===== src/rtl/bb3_pkg.sv =====
`timescale 1ns / 1ps
// bb3_pkg: shared types and constants of the 3x3 box blur stream
// no dependencies; used by bb3_cfg, bb3_ctl, bb3_window, bb3_div, the top and the bench

package bb3_pkg;

	localparam int unsigned CH_W     = 8;
	localparam int unsigned SUM_W    = 12;
	localparam int unsigned MUL_W    = 14;
	localparam int unsigned DIV_SHIFT = 15;
	localparam int unsigned CFG_W    = 12;
	localparam int unsigned APB_AW   = 3;
	localparam int unsigned APB_DW   = 32;

	localparam logic [CFG_W-1:0] RST_WIDTH  = 12'd640;
	localparam logic [CFG_W-1:0] RST_HEIGHT = 12'd480;

	// reciprocal multipliers, scaled by 2**DIV_SHIFT
	localparam logic [MUL_W-1:0] MUL_DIV4 = 14'd8192;
	localparam logic [MUL_W-1:0] MUL_DIV6 = 14'd5462;
	localparam logic [MUL_W-1:0] MUL_DIV9 = 14'd3641;

	typedef enum logic {
		REG_WIDTH  = 1'b0,
		REG_HEIGHT = 1'b1
	} reg_idx_t;

	typedef enum logic [1:0] {
		DIV4 = 2'd0,
		DIV6 = 2'd1,
		DIV9 = 2'd2
	} div_sel_t;

	typedef struct packed {
		logic [CH_W-1:0] red;
		logic [CH_W-1:0] green;
		logic [CH_W-1:0] blue;
	} rgb_t;

	// per word control handed from the counters to the window stage
	typedef struct packed {
		logic wr;
		logic emit;
		logic use_new;
		logic col0_en;
		logic row0_en;
		logic row2_en;
		logic frame_end;
	} ctl_t;

	function automatic logic [MUL_W-1:0] div_mul(input div_sel_t sel);
		logic [MUL_W-1:0] m;
		case (sel)
			DIV4: m = MUL_DIV4;
			DIV6: m = MUL_DIV6;
			DIV9: m = MUL_DIV9;
			default: m = MUL_DIV4;
		endcase
		return m;
	endfunction

	function automatic logic [2:0] div_half(input div_sel_t sel);
		logic [2:0] h;
		case (sel)
			DIV4: h = 3'd2;
			DIV6: h = 3'd3;
			DIV9: h = 3'd4;
			default: h = 3'd2;
		endcase
		return h;
	endfunction

endpackage


===== src/rtl/bb3_stream_if.sv =====


interface bb3_out_if;
	logic       valid;
	logic       ready;
	logic [7:0] out_red;
	logic [7:0] out_green;
	logic [7:0] out_blue;
	logic       frame_end;

	modport source (output valid, out_red, out_green, out_blue, frame_end, input ready);
	modport sink (input valid, out_red, out_green, out_blue, frame_end, output ready);
endinterface


===== src/rtl/bb3_div.sv =====
`timescale 1ns / 1ps
// bb3_div: rounded division by 4, 6 or 9 via reciprocal multiply, output register
// depends on bb3_pkg and bb3_out_if

module bb3_div (
	input  logic                         clk,
	input  logic                         arst_n,
	input  logic                         v_s2,
	input  logic [bb3_pkg::SUM_W-1:0]    sum_red_s2,
	input  logic [bb3_pkg::SUM_W-1:0]    sum_green_s2,
	input  logic [bb3_pkg::SUM_W-1:0]    sum_blue_s2,
	input  bb3_pkg::div_sel_t            sel_s2,
	input  logic                         frame_end_s2,
	output logic                         adv2,
	output logic                         ready2,
	bb3_out_if.source                    result
);

	localparam int unsigned PW = bb3_pkg::SUM_W + bb3_pkg::MUL_W;

	logic                          out_v_q;
	logic                          out_free;
	logic [bb3_pkg::MUL_W-1:0]     mul;
	logic [bb3_pkg::SUM_W-1:0]     half;
	logic [PW-1:0]                 prod_r;
	logic [PW-1:0]                 prod_g;
	logic [PW-1:0]                 prod_b;
	bb3_pkg::rgb_t                 pix_q;
	logic                          frame_end_q;

	assign out_free = !out_v_q || result.ready;
	assign adv2     = v_s2 && out_free;
	assign ready2   = !v_s2 || out_free;

	always_comb begin
		mul    = bb3_pkg::div_mul(sel_s2);
		half   = bb3_pkg::SUM_W'(bb3_pkg::div_half(sel_s2));
		prod_r = PW'(sum_red_s2 + half) * PW'(mul);
		prod_g = PW'(sum_green_s2 + half) * PW'(mul);
		prod_b = PW'(sum_blue_s2 + half) * PW'(mul);
	end

	always_ff @(posedge clk or negedge arst_n) begin
		if (!arst_n) begin
			out_v_q <= 1'b0;
		end else if (adv2) begin
			out_v_q <= 1'b1;
		end else if (result.ready) begin
			out_v_q <= 1'b0;
		end
	end

	always_ff @(posedge clk) begin
		if (adv2) begin
			pix_q.red   <= prod_r[bb3_pkg::DIV_SHIFT +: bb3_pkg::CH_W];
			pix_q.green <= prod_g[bb3_pkg::DIV_SHIFT +: bb3_pkg::CH_W];
			pix_q.blue  <= prod_b[bb3_pkg::DIV_SHIFT +: bb3_pkg::CH_W];
			frame_end_q <= frame_end_s2;
		end
	end

	assign result.valid     = out_v_q;
	assign result.out_red   = pix_q.red;
	assign result.out_green = pix_q.green;
	assign result.out_blue  = pix_q.blue;
	assign result.frame_end = frame_end_q;

endmodule


===== src/flat_wrapper.sv =====
// flat-port wrapper written by rule: the top's interface ports become plain ports
module bb3_div_flat 
  (clk, arst_n, v_s2, sum_red_s2, sum_green_s2, sum_blue_s2, sel_s2, frame_end_s2, adv2, ready2, result_valid, result_out_red, result_out_green, result_out_blue, result_frame_end, result_ready);
  bb3_out_if result_i ();
  input  logic clk;
  input  logic arst_n;
  input  logic v_s2;
  input  logic [bb3_pkg::SUM_W-1:0] sum_red_s2;
  input  logic [bb3_pkg::SUM_W-1:0] sum_green_s2;
  input  logic [bb3_pkg::SUM_W-1:0] sum_blue_s2;
  input  bb3_pkg::div_sel_t sel_s2;
  input  logic frame_end_s2;
  output logic adv2;
  output logic ready2;
  output wire logic [$bits(result_i.valid)-1:0] result_valid;
  output wire logic [$bits(result_i.out_red)-1:0] result_out_red;
  output wire logic [$bits(result_i.out_green)-1:0] result_out_green;
  output wire logic [$bits(result_i.out_blue)-1:0] result_out_blue;
  output wire logic [$bits(result_i.frame_end)-1:0] result_frame_end;
  input wire logic [$bits(result_i.ready)-1:0] result_ready;
  assign result_valid = result_i.valid;
  assign result_out_red = result_i.out_red;
  assign result_out_green = result_i.out_green;
  assign result_out_blue = result_i.out_blue;
  assign result_frame_end = result_i.frame_end;
  assign result_i.ready = result_ready;
  bb3_div u_core (.clk(clk), .arst_n(arst_n), .v_s2(v_s2), .sum_red_s2(sum_red_s2), .sum_green_s2(sum_green_s2), .sum_blue_s2(sum_blue_s2), .sel_s2(sel_s2), .frame_end_s2(frame_end_s2), .adv2(adv2), .ready2(ready2), .result(result_i));
endmodule

===== config.mk =====
export PLATFORM = sky130hd
export DESIGN_NAME = bb3_div_flat
export DESIGN_NICKNAME = d
export VERILOG_FILES = /design/src/rtl/bb3_pkg.sv /design/src/rtl/bb3_stream_if.sv /design/src/rtl/bb3_div.sv /design/src/flat_wrapper.sv
export SDC_FILE = /design/constraint.sdc
export NUM_CORES = 1
export LEC_CHECK = 0
export ABC_CLOCK_PERIOD_IN_PS = 1400
export BUFFER_PORTS_ARGS = -buffer_cell sky130_fd_sc_hd__buf_2
export CAP_MARGIN = 20
export CORE_MARGIN = 8
export CORE_UTILIZATION = 55
export DETAILED_ROUTE_END_ITERATION = 12
export PLACE_DENSITY_LB_ADDON = 0.05
export SYNTH_ARGS = -nofsm -noshare
export SYNTH_HDL_FRONTEND = slang
export SYNTH_SLANG_ARGS = --single-unit

===== constraint.sdc =====
create_clock -name clk -period 1.4 [get_ports clk]
set_input_delay 0.07 -clock clk [delete_from_list [all_inputs] [get_ports clk]]
set_output_delay 0.07 -clock clk [all_outputs]
set_load 0.02 [all_outputs]

**Yosys cells after proc, flatten, opt, wreduce, memory -nomap -nowiden**

Cells that the tools add are included.

- RAM bits: 0
- Memories: 0
- Register bits: 26
- Logic and storage cells: 23
- Memory bits (read-only): 0
- Latch bits: 0
- Output and inout port bits: 28

- Add/subtract/negate cells: 3
- Magnitude comparators: 0
- Reductions and logical operators: 6
- Mux-type cells: 4
- Bitwise operators: 0
- Equality and inequality tests: 2
- Div/mod/pow operators: 0
- Multipliers: 3
- Shifts and indexed selects: 0

Operators by type and width:

| operator | number |
|---|---|
| $mul A26 B14 Y23 | 3 |
| $add A12 B3 Y13 | 3 |
| $pmux W14 S2 | 1 |
| $pmux W3 S2 | 1 |
| $eq A2 B1 Y1 const B | 1 |
| $eq A2 B2 Y1 const B | 1 |
| $logic_not A1 Y1 | 2 |
| $logic_or A1 B1 Y1 | 2 |
| $mux W1 | 2 |
| $reduce_bool A2 Y1 | 1 |
| $logic_and A1 B1 Y1 | 1 |

**Longest topological paths before layout**

Gate-level depths: netlist of run 1.

- Depth after elaboration: 4
- Depth in mapped cells: 31
- Mapped depth without buffers: 28

**Worst setup path after synthesis of run 1**

Ideal clock, no wire load.

- Kind: input to register
- From: in sel_s2[0]
- To: reg u_core.pix_q, in the netlist u_core.result.out_green[7] (data pin)
- Arrival time: 6.447 ns
- Setup slack: -5.309 ns
- Cell stages on the path: 28
- Cells stage by stage: inv_1 -> ha_1 -> buf_6 -> buf_4 -> clkinv_1 -> fa_1 -> nor2b_1 -> o21ai_0 -> a21boi_1 -> xnor2_1 -> nand2b_1 -> inv_1 -> fa_1 -> inv_1 -> fa_1 -> inv_1 -> fa_1 -> fa_1 -> inv_1 -> fa_1 -> inv_1 -> ha_1 -> and3_1 -> a221oi_2 -> o21ai_2 -> or3_4 -> a221oi_2 -> xnor2_1

- Longest elaborated chain between the ends: 4

RTL lines:

| element | line | text |
|---|---|---|
| start: declaration | flat_wrapper.sv:11 | `input bb3_pkg::div_sel_t sel_s2;` |
| $eq A2 B2 Y1 or $eq A2 B1 Y1 (tied branches) | bb3_pkg.sv:53, bb3_pkg.sv:64 |  |
| $pmux W3 S2 | bb3_pkg.sv:64 | `case (sel)` |
| $add A12 B3 Y13 | bb3_div.sv:39 | `prod_g = PW'(sum_green_s2 + half) * PW'(mul);` |
| $mul A26 B14 Y23 * | bb3_div.sv:39 |  |
| net u_core.prod_g[22] | bb3_div.sv:26 | `logic [PW-1:0] prod_g;` |
| end: declaration | bb3_div.sv:28 | `bb3_pkg::rgb_t pix_q;` |

Mark *: on every way through the listed nets, which the timed path passes. The rest lies on a longest branch.
A chain may end at the register's enable or synchronous reset.

**Worst setup path in the final report of run 1**

Same ends and word-level chain as after synthesis.

==> impl_metrics.toml, run 1 <==
[status]
status = "finished with violations"
violations = "setup timing"

[timing]
finalMaxSlewViolations = 0
slew_headroom_pct = 75.72
hold_slack_ns = 0.02093
rsz0062_at_grt = "true"
min_period_ns = 6.237
worst_slack_ns = -4.837
setup-violations-final = 24
worstMarginPinSlew_ns = 0.3618
period_share_pct = 445.5
finalClockSkew_ns = 0.01788
fmax_ghz = 0.1603
hold_viol = 0

[worst_setup_path]
startpoint_type = "input port"
arrival_ns = 6.29
reg2reg_from = "u_core.result.valid"
crit_type = "in2reg"
path_max_fanout = 4
endpoint_kind = "flip-flop"
critPathSlowestCell = "fa_1"
crit_required_ns = 1.45
r2r_setup_slack_ns = 0.07
cp_slowest_stage_delay_ns = 0.57
ff2ff_path_depth = 5
r2r-end = "u_core.result.out_green[3]"

[cts]
clock-sinks = 26
cts.htree.levels = 1
clk_pin_slew_ns = 0.10
cts_buffer_depth = 2
worstSkewPairLatency_ns = 0.29
cts_tree = "yes"
numCtsBuffers = 3
root_buffer = "clkbuf_16"

[worst_hold_path]
min_to = "u_core.result.valid"
hp-start = "v_s2"
hold_path.class = "in2reg"
min_path_cells = 2

[placement]
placed_cell_area_mm2 = 0.01783
dp_hpwl_um = 32940
dp.cells = 2210
gp_congestion = 0.9918
port_buffers = 70

[power]
ir_drop_mv = 2.587
power_leakage_nw = 10.57
p_per_area_mw_per_mm2 = 1519

[finish]
final_nets = 2489
area_delta_synth_final_pct = 37.71
final_cell_mix = "470 x inv_1, 334 x buf_4, 270 x fa_1"
layout_commonest_cell = "inv_1"
stdcell_count = 2272
drive_gt1_share_pct = 38.26
fin_util_pct = 76.10
diodes = 0
stdcell_area_mm2 = 0.01961

[drt]
num_vias = 11120
totalWireLength_um = 39300
drtPass1Iterations = 5
detail-route-antenna-nets = 0
met2_length_um = 19880
vias_per_cell = 4.893
drtIter0Drc = 442
avgRoutedWirePerCell_um = 17.30
wl_met3_um = 1207
top_layer = "met5"
wl_met1_um = 16770
route.detailed.drc = 0

[floorplanning]
num_rows = 59
dieArea_mm2 = 0.03129
ios = 71
core_mm2 = 0.02576
die_x_um = 176.9
initial_core_util_pct = 55.26
die_h_um = 176.9

[grt]
grt_pass1_wl_um = 62670
overflow = 0
grt_max_degree = 26
grt_pass1_vias = 12360
antenna_found_initial = 1
grt_usage_pct = 25.74

[logic_synthesis]
synth_area_leaders = "fa_1 42%, ha_1 18%, inv_1 14%, edfxtp_1 5.3%, xnor2_1 3.1%"
avgSynthCellArea_um2 = 9.404
syn_inst = 1514
seq_area_frac_synth_pct = 5.449
ys_ff_latch = 26
yosysUniqueCellTypes = 57
yosysTopAreaCellShare_pct = 42.04
synth_edf_count = 25
synth_area_mm2 = 0.01424
async_flop_share_pct = 3.846
synthesis.nets = 2065
yosysTopAreaCell = "fa_1"
ys_warn_count = 0
synth_ff_type = "edfxtp_1"

[run]
drv_cap = 0
[state kept, by name, summed over array words and instances, names as in the netlist]
signal	cells
u_core.result.valid	1
u_core.result.out_blue	8
u_core.result.out_red	8
u_core.result.frame_end	1
u_core.result.out_green	8
[area by class of cell]
cell class	count	area, µm²
Timing Repair Buffer	438	3356
Multi-Input combinational cell	943	12950
Clock inverter	1	30.03
Sequential cell	26	775.7
Clock buffer	3	75.07
Inverter	526	2004
Tap cell	335	419.2
Fill cell	1850	6157
[per-layer routing]
layer	vias up	global-route usage (%)
met4	2	9.282
met1	5538	33.77
met2	216	44.06
met3	78	2.176
li1	5282	-
met5	-	0
[worst max path at each step]
stage | endpoint | from | cells after the start | slack [ns]
detailed placement | u_core.result.out_blue[7] | sel_s2[1] | 27 | -5.35
finish | u_core.result.out_green[7] | sel_s2[0] | 29 | -4.84
global route | u_core.result.out_green[7] | sel_s2[0] | 29 | -5.08
CTS | u_core.result.out_green[7] | sel_s2[0] | 29 | -4.86
global placement | u_core.result.out_blue[7] | sel_s2[0] | 24 | -5.36
floorplan | u_core.result.out_blue[7] | sel_s2[0] | 27 | -4.79
[stage by stage]
step	setup WS [ns]	power [mW]	TNS, ns
global placement	-5.356	23.52	-120.34
detailed placement	-5.351	24.08	-120.94
finish	-4.837	29.78	-109.60
floorplan	-4.791	16.55	-106.99
global route	-5.082	32.83	-114.36
CTS	-4.857	27.67	-109.44
[synthesized netlist by cell type, types with 12 or more instances]
library cell,n
and3_1,17
fa_1,299
nand2_1,47
or2_2,12
inv_1,525
edfxtp_1,25
nand3_1,20
nor2_1,33
nand2b_1,38
xor2_1,26
nor2b_1,35
clkbuf_1,13
and2_1,34
a21o_1,17
xnor2_1,51
ha_1,209
a21oi_1,23
[power breakdown]
part / switching [mW] / internal (mW) / leakage [nW]
Combinational: 13.5 / 13.5 / 10.3
Clock: 0.395 / 0.574 / 0.0511
Sequential: 0.0739 / 1.75 / 0.249
[logic make-up (layout without fill, tap and decap cells)]
logic type / count (synthesis) / count (layout) / share of synthesized area [%]
simple gates: 263 / 263 / 10.01
xor+xnor: 81 / 81 / 5.194
compound gates: 91 / 91 / 4.464
flops: 26 / 26 / 5.449
buf+inv: 545 / 968 / 14.47
fa+ha+maj: 508 / 508 / 60.41
[critical path: cells and delay by family]
family | cells | cell delay [ns]
adders and majority gates | 8 | 3.31
AOI/OAI and AO/OA | 7 | 1.22
and+or+nand+nor | 4 | 0.88
buffers and inverters | 8 | 0.64
xor gates and xnor gates | 2 | 0.17
[repair_timing]
action,4_1_cts,5_1_grt
gates cloned,1,1
buffers inserted,37,22
hold buffers,2,0
setup endpoints to repair,25,25
pin swaps,136,91
endpoints found under the hold margin,2,0
resized for setup,155,125
No activity file was read; power rests on OpenSTA's default activity.
==> run 2, diff against run 1 <==
--- a/config.mk
+++ b/config.mk
@@ -9,7 +9,7 @@
 export BUFFER_PORTS_ARGS = -buffer_cell sky130_fd_sc_hd__buf_2
 export CAP_MARGIN = 20
 export CORE_MARGIN = 8
-export CORE_UTILIZATION = 55
+export CORE_UTILIZATION = 52
 export DETAILED_ROUTE_END_ITERATION = 12
 export PLACE_DENSITY_LB_ADDON = 0.05
 export SYNTH_ARGS = -nofsm -noshare
==> run 2 against run 1 <==
Against the previous run: the flow still finishes with violations (setup timing); critical path type unchanged; total power decreased by 4.6%; core utilization decreased by 3.8 points; routed wire length decreased by 5.5%; maximum frequency increased by 0.24%; largest power group unchanged; first-iteration DRC count decreased by 6.8%.
==> impl_metrics.toml, run 2 (synthesis results as in run 1) <==
[drt]
route.detailed.drc = 0
drtPass1Iterations = 5
avgRoutedWirePerCell_um = 16.25
num_vias = 10940
vias_per_cell = 4.784
detail-route-antenna-nets = 0
drtIter0Drc = 412
totalWireLength_um = 37150

[worst_setup_path]
endpoint_kind = "flip-flop"
r2r-end = "u_core.result.out_red[6]"
ff2ff_path_depth = 4
startpoint_type = "input port"
arrival_ns = 6.28
cp_slowest_stage_delay_ns = 0.62
crit_type = "in2reg"
worstSetupEndpoint = "u_core.result.out_blue[7]"
critPathMostFrequentCell = "fa_1"
crit_required_ns = 1.46
worstSetupStartpoint = "sel_s2[0]"
reg2reg_from = "u_core.result.valid"
path_max_fanout = 4
r2r_setup_slack_ns = 0.12
critPathSlowestCell = "fa_1"

[cts]
clk_pin_slew_ns = 0.10
worstSkewPairLatency_ns = 0.29
cts.htree.levels = 1
clock-sinks = 26
root_buffer = "clkbuf_16"
numCtsBuffers = 3
cts_tree = "yes"
cts_buffer_depth = 2

[timing]
worst_slack_ns = -4.822
finalClockSkew_ns = 0.01161
fmax_ghz = 0.1607
slew_headroom_pct = 70.18
hold_viol = 0
min_period_ns = 6.222
rsz0062_at_grt = "true"
worstMarginPinSlew_ns = 0.4463
period_share_pct = 444.4
finalMaxSlewViolations = 0
setup-violations-final = 24

[grt]
grt_usage_pct = 23.17
grt_max_degree = 27
antenna_found_initial = 2
grt_pass1_vias = 12130
grt_pass1_wl_um = 60740
overflow = 0

[placement]
dp_hpwl_um = 32880
port_buffers = 70
gp_congestion = 0.9229
placed_cell_area_mm2 = 0.01789

[floorplanning]
die_x_um = 181.5
dieArea_mm2 = 0.03293
die_h_um = 181.5
initial_core_util_pct = 52.83
core_mm2 = 0.02695
num_rows = 60
ios = 71

[power]
ir_drop_mv = 2.003
power_leakage_nw = 10.59
p_per_area_mw_per_mm2 = 1459

[finish]
fillCellCount = 2031
diodes = 0
drive_gt1_share_pct = 36.61
final_cell_mix = "485 x inv_1, 354 x buf_4, 272 x fa_1"
ff_latch_area_um2 = 775.7
layout_commonest_cell = "inv_1"
stdcell_area_mm2 = 0.01947
final_nets = 2497
multi_input_area_mm2 = 0.01286
fin_util_pct = 72.26
area_delta_synth_final_pct = 36.78

[run]
drv_cap = 0

[worst_hold_path]
hold_path.class = "in2reg"

[status]
violations = "setup timing"
status = "finished with violations"
==> run 2: cell types whose count changed in the layout (fill, tap and decap cells not counted), sizes merged <==
cell and delta:
bufbuf -1, buf +9, dlygate4sd3 +1, clkbuf -1
==> run 2: per-layer routing <==
metal  vias up  global-route usage, %  routed length (µm)
met5         -                      0                  23
met4         4                  5.280                 807
met3        43                  2.695                1343
met2       185                  40.18               18270
met1      5397                  30.69               16700
li1       5307                      -                   -
==> run 2: critical path, delay by kind of cell <==
family	cells	cell delay, ns
simple gates	3	0.42
compound gates	8	1.64
xor+xnor	2	0.33
fa+ha+maj	8	3.18
buf+inv	8	0.65
==> run 2: worst min-delay path by stage <==
stage | start | endpoint | slack [ns] | cells after the start
6_report | result_ready | u_core.result.valid | 0.06 | 3
5_1_grt | arst_n | u_core.result.valid | 0.08 | 2
3_5_place_dp | arst_n | u_core.result.valid | -0.15 | 1
4_1_cts | arst_n | u_core.result.valid | 0.06 | 2
2_1_floorplan | arst_n | u_core.result.valid | -0.23 | 0
3_3_place_gp | arst_n | u_core.result.valid | -0.15 | 1
==> run 2: stage by stage <==
stage | hold slack (ns) | power [mW] | TNS [ns] | std cells | setup WS (ns)
after floorplan | -0.2256 | 16.55 | -106.99 | 1514 | -4.791
after global placement | -0.1546 | 23.57 | -119.95 | 2226 | -5.339
after detailed placement | -0.1537 | 24.10 | -121.67 | 2226 | -5.423
after CTS | 0.05634 | 27.14 | -109.95 | 2261 | -4.822
after global routing | 0.07878 | 31.62 | -113.82 | 2286 | -5.016
final | 0.05939 | 28.40 | -108.61 | 2286 | -4.822
==> run 2: area by class of cell <==
class / instances / area share (%)
multi-input cells: 943 / 66.03
repair buffers: 446 / 16.99
inverters: 526 / 10.27
flip-flops and latches: 26 / 3.984
well taps: 341 / 2.191
clock buffers: 3 / 0.3855
clock inverters: 1 / 0.1542
==> run 2: power breakdown <==
part           switching [mW]  total, mW  internal, mW
logic                    12.8       25.6          12.8
registers              0.0694       1.82          1.75
clock network           0.405      0.980         0.575
==> run 2: what timing repair did <==
| item | CTS | global route |
|---|---|---|
| hold buffers | 3 | 0 |
| pin swaps | 95 | 109 |
| hold endpoints to repair | 3 | 0 |
| gates cloned | 0 | 0 |
| resized for setup | 118 | 118 |
| endpoints found under the setup margin | 25 | 24 |
| setup buffers | 28 | 27 |
